### src/hw/rtl/hrrr_pkg.sv
package hrrr_pkg;

  localparam int unsigned MaxEntries = 16;
  localparam int unsigned IdxW       = $clog2(MaxEntries);
  localparam int unsigned CntW       = $clog2(MaxEntries + 1);

  typedef enum logic [1:0] {
    REQ_ADD    = 2'd0,
    REQ_REMOVE = 2'd1,
    REQ_ROUTE  = 2'd2,
    REQ_HEALTH = 2'd3
  } req_type_e;

  typedef enum logic [2:0] {
    ST_OK         = 3'd0,
    ST_FULL       = 3'd1,
    ST_NOT_FOUND  = 3'd2,
    ST_NO_HEALTHY = 3'd3,
    ST_BAD_INDEX  = 3'd4
  } status_e;

  typedef struct packed {
    req_type_e   req_type;
    logic [31:0] host_addr;
    logic [15:0] host_port;
    logic [3:0]  entry_index;
    logic        is_healthy;
  } req_word_t;

  typedef struct packed {
    status_e     status;
    logic [31:0] chosen_addr;
    logic [15:0] chosen_port;
    logic [3:0]  chosen_index;
    logic [31:0] chosen_connections;
    logic [4:0]  healthy_total;
    logic [4:0]  entry_total;
  } rsp_word_t;

  typedef enum logic [2:0] {
    S_IDLE,
    S_ADD,
    S_REMOVE,
    S_MOD,
    S_ROUTE,
    S_HEALTH
  } state_e;

  typedef enum logic [3:0] {
    OP_NONE,
    OP_LOAD,
    OP_SUB,
    OP_NEXT,
    OP_WRAP,
    OP_ADD,
    OP_HEALTH,
    OP_DELETE,
    OP_PICK,
    OP_FAIL
  } dp_op_e;

  typedef struct packed {
    dp_op_e  op;
    status_e fail_code;
  } dp_cmd_t;

  typedef struct packed {
    logic out_ready;
    logic is_full;
    logic occ_zero;
    logic idx_ge_occ;
    logic scan_done;
    logic hit_match;
    logic hit_healthy;
  } dp_stat_t;

endpackage

### src/hw/rtl/hrrr_ctrl.sv
module hrrr_ctrl (
  input  logic               clk_i,
  input  logic               rst_ni,
  input  logic               in_valid_i,
  input  hrrr_pkg::req_type_e req_type_i,
  input  hrrr_pkg::dp_stat_t stat_i,
  output hrrr_pkg::dp_cmd_t  cmd_o,
  output logic               busy_o
);
  import hrrr_pkg::*;

  state_e state_q, state_d;

  always_ff @(posedge clk_i or negedge rst_ni) begin
    if (!rst_ni) begin
      state_q <= S_IDLE;
    end else begin
      state_q <= state_d;
    end
  end

  always_comb begin
    state_d = state_q;
    cmd_o   = '{op: OP_NONE, fail_code: ST_OK};
    unique case (state_q)
      S_IDLE: begin
        if (in_valid_i) begin
          cmd_o.op = OP_LOAD;
          unique case (req_type_i)
            REQ_ADD:    state_d = S_ADD;
            REQ_REMOVE: state_d = S_REMOVE;
            REQ_ROUTE:  state_d = S_MOD;
            REQ_HEALTH: state_d = S_HEALTH;
            default:    state_d = S_IDLE;
          endcase
        end
      end
      S_ADD: begin
        if (stat_i.out_ready) begin
          if (stat_i.is_full) begin
            cmd_o = '{op: OP_FAIL, fail_code: ST_FULL};
          end else begin
            cmd_o.op = OP_ADD;
          end
          state_d = S_IDLE;
        end
      end
      S_HEALTH: begin
        if (stat_i.out_ready) begin
          if (stat_i.idx_ge_occ) begin
            cmd_o = '{op: OP_FAIL, fail_code: ST_BAD_INDEX};
          end else begin
            cmd_o.op = OP_HEALTH;
          end
          state_d = S_IDLE;
        end
      end
      S_REMOVE: begin
        if (stat_i.idx_ge_occ) begin
          if (stat_i.out_ready) begin
            cmd_o   = '{op: OP_FAIL, fail_code: ST_NOT_FOUND};
            state_d = S_IDLE;
          end
        end else if (stat_i.hit_match) begin
          if (stat_i.out_ready) begin
            cmd_o.op = OP_DELETE;
            state_d  = S_IDLE;
          end
        end else begin
          cmd_o.op = OP_NEXT;
        end
      end
      S_MOD: begin
        if (stat_i.occ_zero) begin
          if (stat_i.out_ready) begin
            cmd_o   = '{op: OP_FAIL, fail_code: ST_NO_HEALTHY};
            state_d = S_IDLE;
          end
        end else if (stat_i.idx_ge_occ) begin
          cmd_o.op = OP_SUB;
        end else begin
          state_d = S_ROUTE;
        end
      end
      S_ROUTE: begin
        if (stat_i.scan_done) begin
          if (stat_i.out_ready) begin
            cmd_o   = '{op: OP_FAIL, fail_code: ST_NO_HEALTHY};
            state_d = S_IDLE;
          end
        end else if (stat_i.hit_healthy) begin
          if (stat_i.out_ready) begin
            cmd_o.op = OP_PICK;
            state_d  = S_IDLE;
          end
        end else begin
          cmd_o.op = OP_WRAP;
        end
      end
      default: state_d = S_IDLE;
    endcase
  end

  assign busy_o = (state_q != S_IDLE);

endmodule

### src/hw/rtl/hrrr_datapath.sv
module hrrr_datapath (
  input  logic               clk_i,
  input  logic               rst_ni,
  input  hrrr_pkg::req_word_t in_word_i,
  input  logic               out_stall_i,
  input  hrrr_pkg::dp_cmd_t  cmd_i,
  output hrrr_pkg::dp_stat_t stat_o,
  output logic               out_valid_o,
  output hrrr_pkg::rsp_word_t out_word_o
);
  import hrrr_pkg::*;

  logic [31:0]           addr_q [MaxEntries];
  logic [15:0]           port_q [MaxEntries];
  logic [31:0]           conn_q [MaxEntries];
  logic [MaxEntries-1:0] healthy_q;

  logic [CntW-1:0] occ_q, occ_d;
  logic [CntW-1:0] hcnt_q, hcnt_d;
  logic [IdxW-1:0] ptr_q, ptr_d;
  logic [CntW-1:0] idx_q, cnt_q;
  req_word_t       req_q;
  rsp_word_t       out_q, rsp_d;
  logic            out_valid_q;

  logic [IdxW-1:0] rd_idx, wr_idx;
  logic [31:0]     rd_addr, rd_conn, conn_inc;
  logic [15:0]     rd_port;
  logic            rd_healthy;
  logic [CntW-1:0] idx_inc, idx_wrap;
  logic            finish;

  assign rd_idx     = idx_q[IdxW-1:0];
  assign wr_idx     = occ_q[IdxW-1:0];
  assign rd_addr    = addr_q[rd_idx];
  assign rd_port    = port_q[rd_idx];
  assign rd_conn    = conn_q[rd_idx];
  assign rd_healthy = healthy_q[rd_idx];
  assign conn_inc   = (rd_conn == 32'hFFFF_FFFF) ? rd_conn : rd_conn + 32'd1;
  assign idx_inc    = idx_q + CntW'(1);
  assign idx_wrap   = (idx_inc == occ_q) ? '0 : idx_inc;

  assign stat_o.out_ready   = !out_valid_q || !out_stall_i;
  assign stat_o.is_full     = (occ_q == CntW'(MaxEntries));
  assign stat_o.occ_zero    = (occ_q == '0);
  assign stat_o.idx_ge_occ  = (idx_q >= occ_q);
  assign stat_o.scan_done   = (cnt_q == occ_q);
  assign stat_o.hit_match   = (rd_addr == req_q.host_addr) && (rd_port == req_q.host_port);
  assign stat_o.hit_healthy = rd_healthy;

  always_comb begin
    occ_d  = occ_q;
    hcnt_d = hcnt_q;
    ptr_d  = ptr_q;
    finish = 1'b0;
    case (cmd_i.op)
      OP_ADD: begin
        occ_d  = occ_q + CntW'(1);
        hcnt_d = hcnt_q + CntW'(1);
        finish = 1'b1;
      end
      OP_HEALTH: begin
        hcnt_d = hcnt_q - CntW'(rd_healthy) + CntW'(req_q.is_healthy);
        finish = 1'b1;
      end
      OP_DELETE: begin
        occ_d  = occ_q - CntW'(1);
        hcnt_d = hcnt_q - CntW'(rd_healthy);
        finish = 1'b1;
      end
      OP_PICK: begin
        ptr_d  = idx_wrap[IdxW-1:0];
        finish = 1'b1;
      end
      OP_FAIL: finish = 1'b1;
      default: ;
    endcase
  end

  always_comb begin
    rsp_d                    = '0;
    rsp_d.status             = (cmd_i.op == OP_FAIL) ? cmd_i.fail_code : ST_OK;
    rsp_d.healthy_total      = 5'(hcnt_d);
    rsp_d.entry_total        = 5'(occ_d);
    if (cmd_i.op == OP_PICK) begin
      rsp_d.chosen_addr        = rd_addr;
      rsp_d.chosen_port        = rd_port;
      rsp_d.chosen_index       = 4'(rd_idx);
      rsp_d.chosen_connections = conn_inc;
    end
  end

  always_ff @(posedge clk_i or negedge rst_ni) begin
    if (!rst_ni) begin
      occ_q       <= '0;
      hcnt_q      <= '0;
      ptr_q       <= '0;
      out_valid_q <= 1'b0;
    end else begin
      occ_q  <= occ_d;
      hcnt_q <= hcnt_d;
      ptr_q  <= ptr_d;
      if (finish) begin
        out_valid_q <= 1'b1;
      end else if (!out_stall_i) begin
        out_valid_q <= 1'b0;
      end
    end
  end

  always_ff @(posedge clk_i) begin
    if (finish) begin
      out_q <= rsp_d;
    end
    case (cmd_i.op)
      OP_LOAD: begin
        req_q <= in_word_i;
        cnt_q <= '0;
        case (in_word_i.req_type)
          REQ_HEALTH: idx_q <= CntW'(in_word_i.entry_index);
          REQ_ROUTE:  idx_q <= CntW'(ptr_q);
          default:    idx_q <= '0;
        endcase
      end
      OP_SUB:  idx_q <= idx_q - occ_q;
      OP_NEXT: idx_q <= idx_inc;
      OP_WRAP: begin
        idx_q <= idx_wrap;
        cnt_q <= cnt_q + CntW'(1);
      end
      OP_ADD: begin
        addr_q[wr_idx]    <= req_q.host_addr;
        port_q[wr_idx]    <= req_q.host_port;
        conn_q[wr_idx]    <= '0;
        healthy_q[wr_idx] <= 1'b1;
      end
      OP_HEALTH: healthy_q[rd_idx] <= req_q.is_healthy;
      OP_DELETE: begin
        for (int k = 0; k < MaxEntries - 1; k++) begin
          if (IdxW'(k) >= rd_idx) begin
            addr_q[k]    <= addr_q[k+1];
            port_q[k]    <= port_q[k+1];
            conn_q[k]    <= conn_q[k+1];
            healthy_q[k] <= healthy_q[k+1];
          end
        end
      end
      OP_PICK: conn_q[rd_idx] <= conn_inc;
      default: ;
    endcase
  end

  assign out_valid_o = out_valid_q;
  assign out_word_o  = out_q;

endmodule

### src/hw/rtl/healthy_replica_round_robin.sv
// channel | direction | handshake              | word
// request | in        | in_valid_i, in_stall_o  | req_word_t
// result  | out       | out_valid_o, out_stall_i| rsp_word_t
//
// One request at a time; the table is a flip-flop array read through one scan index.
// Add and health load the request, then finish; route on an empty table loads, then fails.
// Remove scans from entry 0 up to the match, or past the last entry when none matches.
// Route reduces the pointer by repeated subtraction of the entry count, then skips unhealthy entries.
// Reset clears entry count, route pointer and healthy count; entries need no clearing.
// A held result stalls the finishing step only; the table is not touched until it moves.
module healthy_replica_round_robin (
  input  logic                clk_i,
  input  logic                rst_ni,
  input  logic                in_valid_i,
  output logic                in_stall_o,
  input  hrrr_pkg::req_word_t in_word_i,
  output logic                out_valid_o,
  input  logic                out_stall_i,
  output hrrr_pkg::rsp_word_t out_word_o
);
  import hrrr_pkg::*;

  dp_cmd_t  cmd;
  dp_stat_t stat;
  logic     busy;

  hrrr_ctrl u_ctrl (
    .clk_i      (clk_i),
    .rst_ni     (rst_ni),
    .in_valid_i (in_valid_i),
    .req_type_i (in_word_i.req_type),
    .stat_i     (stat),
    .cmd_o      (cmd),
    .busy_o     (busy)
  );

  hrrr_datapath u_datapath (
    .clk_i       (clk_i),
    .rst_ni      (rst_ni),
    .in_word_i   (in_word_i),
    .out_stall_i (out_stall_i),
    .cmd_i       (cmd),
    .stat_o      (stat),
    .out_valid_o (out_valid_o),
    .out_word_o  (out_word_o)
  );

  assign in_stall_o = busy;

endmodule
### config.mk
export PLATFORM = sky130hd
export DESIGN_NAME = healthy_replica_round_robin
export DESIGN_NICKNAME = d
export VERILOG_FILES = /design/src/hw/rtl/hrrr_pkg.sv /design/src/hw/rtl/hrrr_ctrl.sv /design/src/hw/rtl/hrrr_datapath.sv /design/src/hw/rtl/healthy_replica_round_robin.sv
export SDC_FILE = /design/constraint.sdc
export NUM_CORES = 2
export LEC_CHECK = 0
export BUFFER_PORTS_ARGS = -buffer_cell sky130_fd_sc_hd__buf_2
export CAP_MARGIN = 25
export CORE_UTILIZATION = 44
export CTS_CLUSTER_DIAMETER = 150
export CTS_CLUSTER_SIZE = 14
export DETAILED_ROUTE_END_ITERATION = 7
export GPL_TIMING_DRIVEN = 0
export HOLD_SLACK_MARGIN = 0.06
export PLACE_DENSITY_LB_ADDON = 0.15
export SLEW_MARGIN = 40
export SYNTH_ARGS = -nofsm -noshare
export SYNTH_HDL_FRONTEND = slang
export SYNTH_SLANG_ARGS = --single-unit
export TNS_END_PERCENT = 20
### constraint.sdc
create_clock -name clk_i -period 10.79 [get_ports clk_i]
set_clock_uncertainty 0.15 [all_clocks]
set_input_delay 1.079 -clock clk_i [delete_from_list [all_inputs] [get_ports clk_i]]
set_output_delay 1.079 -clock clk_i [all_outputs]
set_load 0.01 [all_outputs]
==> metrics.md <==
| Metric | Value |
|---|---|
| Clk buf depth | 3 |
| Port Buffers | 157 |
| Async S/R FF share, synth | 1.221% |
| Vias per Instance | 6.573 |
| Status | complete, no violations |
| #FFs+latches synth | 1474 |
| WL/cell | 37.94 µm |
| Most common cell after layout, fill and taps aside | edfxtp_1 |
| Yosys warning count | 0 |
| # IOs | 158 |
| Hold-fix buffers, CTS | 0 |
| HPWL after detailed placement | 199.9 mm |
| Pin count of the biggest net entering global routing | 35 |
| Peak supply drop | 0.1720 mV |
| Worst-Skew Late Latency | 0.79 ns |
| Worst-path fanout max | 11 |
| Clk root buf | clkbuf_16 |
| Share of cells above drive strength 1 | 30.63% |
| RSZ-0062 raised after global routing | false |
| Max-cap violations | 0 |
| P&R area growth vs syn | 12.39% |
| Drt first pass iters | 8 |
| CTS-repair resized insts | 0 |
| Ratio of final minimum period to clock period | 90.49% |
| CTS tree | done |
| First-pass GRT wire length | 394.3 mm |
| Highest attainable clock frequency | 102.4 MHz |
| Relative slew slack | 37.05% |
| Critical Path Source Type | register |
| Gpl congestion | 0.9431 |
| Syn avg cell area | 14.63 µm² |
| Total die area | 167700 µm² |
| Post-CTS setup buffer count | 0 |
| CTS clk-pin slew, worst paths | 0.09 ns |
| Initial DRC Count | 7867 |
| H-tree levels | 3 |
| Slew Viols, Final | 0 |
| Die Y | 409.5 µm |
| Core Region | 164800 µm² |
| Num CTS Buffers | 115 |
| Grt ovf | 0 |
| Die width | 409.5 µm |
| Vias in the first global route | 47900 |
| RR Endpoint | u_datapath.conn_q[14][14] |
| Syn_nets | 5076 |
| Hold Fails Final Rpt | 0 |
| Final net count | 5486 |
| Dpl cells | 7472 |
| DR DRC count | 0 |
| Antenna violations before repair | 12 |
| Fin worst setup slack | 1.026 ns |
| DP Worst Slack | 1.631 ns |
| Sink Count | 1474 |
| Crit end category | register |
| Pwr dens | 259.0 nW/µm² |
| Commonest cells after routing, fill and taps aside | edfxtp_1 (1452), nand2_1 (801), mux2_2 (566) |
| Worst Path Required | 11.14 ns |
| Tmin final | 9.764 ns |
| Flop2flop setup slack | 1.03 ns |
| Worst-margin pin slew | 0.9443 ns |
| Cell area after synthesis | 73050 µm² |
| Setup violators final | 0 |
| Initial Util | 44.33% |
| Routed vias | 50150 |
| Row count | 149 |
| Leak Pwr | 31.70 nW |
| Routed WL | 289.5 mm |
| Final Util | 49.82% |
| Seq/Total Area, Yosys | 60.41% |
| Number of synthesized flops with an enable pin | 1452 |
| CP Data Arrival Time | 10.11 ns |
| Top FF cell, synth | edfxtp_1 |
| Netlist cell types | 78 |
| Worst-case reg-to-reg path depth | 23 |
| Overall global routing resource usage | 34.01% |
| Post-Synthesis Cells | 4992 |
| Crit path kind | register to register |
| Post-route ant nets | 0 |
| Tightest Hold Check Type | input pin to async pin |
| Final cell count without fillers | 7630 |
==> layer usage <==
layer | routed length [µm] | up-vias | GRT usage (%) | part of all wire, %
li1 | - | 19760 | - | -
met1 | 109400 | 26100 | 45.42 | 38
met2 | 130600 | 3529 | 52.20 | 45
met3 | 32140 | 749 | 7.883 | 11
met4 | 17180 | 12 | 16.76 | 5.9
met5 | 76 | - | 0 | 0.026
==> kinds of logic (layout without fill, tap and decap cells) <==
kind of cell / count (synthesis) / after routing / share of synthesized area, %
buffers and inverters: 473 / 910 / 3.002
muxes: 1123 / 1123 / 21.63
other: 0 / 12 / 0
DFF: 1474 / 1474 / 60.41
adders and majority gates: 25 / 25 / 0.4487
xor gates and xnor gates: 141 / 141 / 1.690
AOI/OAI and AO/OA: 603 / 603 / 5.933
and+or+nand+nor: 1153 / 1153 / 6.885
==> critical path, cell delays in order (launching register included) <==
cell and delay (ns):
dfxtp_1 0.30, buf_2 0.19, buf_4 0.27, inv_1 0.22, buf_2 0.57, buf_2 0.76, mux2i_1 0.55, xnor2_1 0.30
o21ai_0 0.65, nand4_1 0.40, nor4_1 0.67, nand4_1 0.76, nor3_2 0.76, a21boi_0 0.24, buf_2 0.53, buf_2 0.56
inv_1 0.23, o311ai_2 0.17, buf_2 0.29, buf_4 0.18, buf_4 0.17, buf_4 0.17, buf_4 0.16, buf_4 0.15
==> where the power goes <==
part | internal (mW) | switching [mW]
logic | 3.39 | 6.11
registers | 7.36 | 0.322
clock network | 1.94 | 2.15
total | 12.7 | 8.58
==> cell type report <==
cell class | instances | area (µm²)
Buffer | 416 | 2081
Timing Repair Buffer | 293 | 2720
Clock buffer | 137 | 2982
Clock inverter | 7 | 125.1
Multi-Input combinational cell | 3045 | 27080
Sequential cell | 1474 | 44130
Fill cell | 14310 | 82700
Antenna cell | 12 | 30.03
Inverter | 57 | 219.0
Tap cell | 2189 | 2739
==> stage by stage <==
step           power (mW)  hold WS (ns)   TNS, ns  area [µm²]
6_report            21.27       0.08509         0       82100
5_1_grt             21.76        0.1068         0       82070
4_1_cts             21.03       0.08162         0       82050
3_5_place_dp        17.03        0.2837         0       78940
3_3_place_gp        16.72        0.2805  -3025.07       76580
2_1_floorplan       13.15        0.2744         0       73050
==> how the worst max path moves through the flow <==
| stage | slack (ns) | from | cells past startpoint | endpoint |
|---|---|---|---|---|
| 2_1_floorplan | 0.97 | u_datapath.idx_q[0] | 12 | u_datapath.out_word_o[0] |
| 3_3_place_gp | -7.75 | register | 13 | u_datapath.conn_q[14][21] |
| 3_5_place_dp | 1.63 | register | 23 | u_datapath.conn_q[14][5] |
| 4_1_cts | 1.55 | register | 23 | u_datapath.conn_q[14][14] |
| 5_1_grt | 1.40 | register | 23 | u_datapath.conn_q[14][5] |
| 6_report | 1.03 | register | 23 | u_datapath.conn_q[14][14] |
==> synth_stat cells (20+ instances only) <==
library cell / n / area, µm²
mux2_1: 98 / 1104
buf_1: 43 / 161.4
and3_1: 26 / 162.7
ha_1: 23 / 287.8
xnor2_1: 83 / 727.0
a22oi_1: 30 / 225.2
mux4_2: 298 / 6711
o21ai_0: 34 / 170.2
nand3_1: 41 / 205.2
inv_1: 55 / 206.5
nor3_1: 30 / 150.1
mux2i_1: 161 / 1612
a21o_1: 314 / 2357
nand2_1: 808 / 3033
a21oi_1: 78 / 390.4
a211oi_1: 28 / 210.2
clkbuf_1: 160 / 600.6
and2_1: 20 / 125.1
edfxtp_1: 1452 / 43600
xor2_1: 58 / 508.0
buf_4: 43 / 322.8
buf_2: 163 / 815.8
mux2_2: 566 / 6374
nor2_1: 113 / 424.2
==> state kept, by name (all words and copies together), names as in the netlist, named ones only <==
register	cells
u_datapath.conn_q	512
u_datapath.out_word_o	97
u_datapath.cnt_q	5
u_datapath.out_valid_o	1
u_datapath.port_q	256
u_datapath.ptr_q	4
u_datapath.healthy_q	16
u_ctrl.state_q	3
u_datapath.hcnt_q	5
u_datapath.idx_q	5
u_datapath.addr_q	512
u_datapath.occ_q	5
u_datapath.req_q	49
No activity file was read; power rests on OpenSTA's default activity.
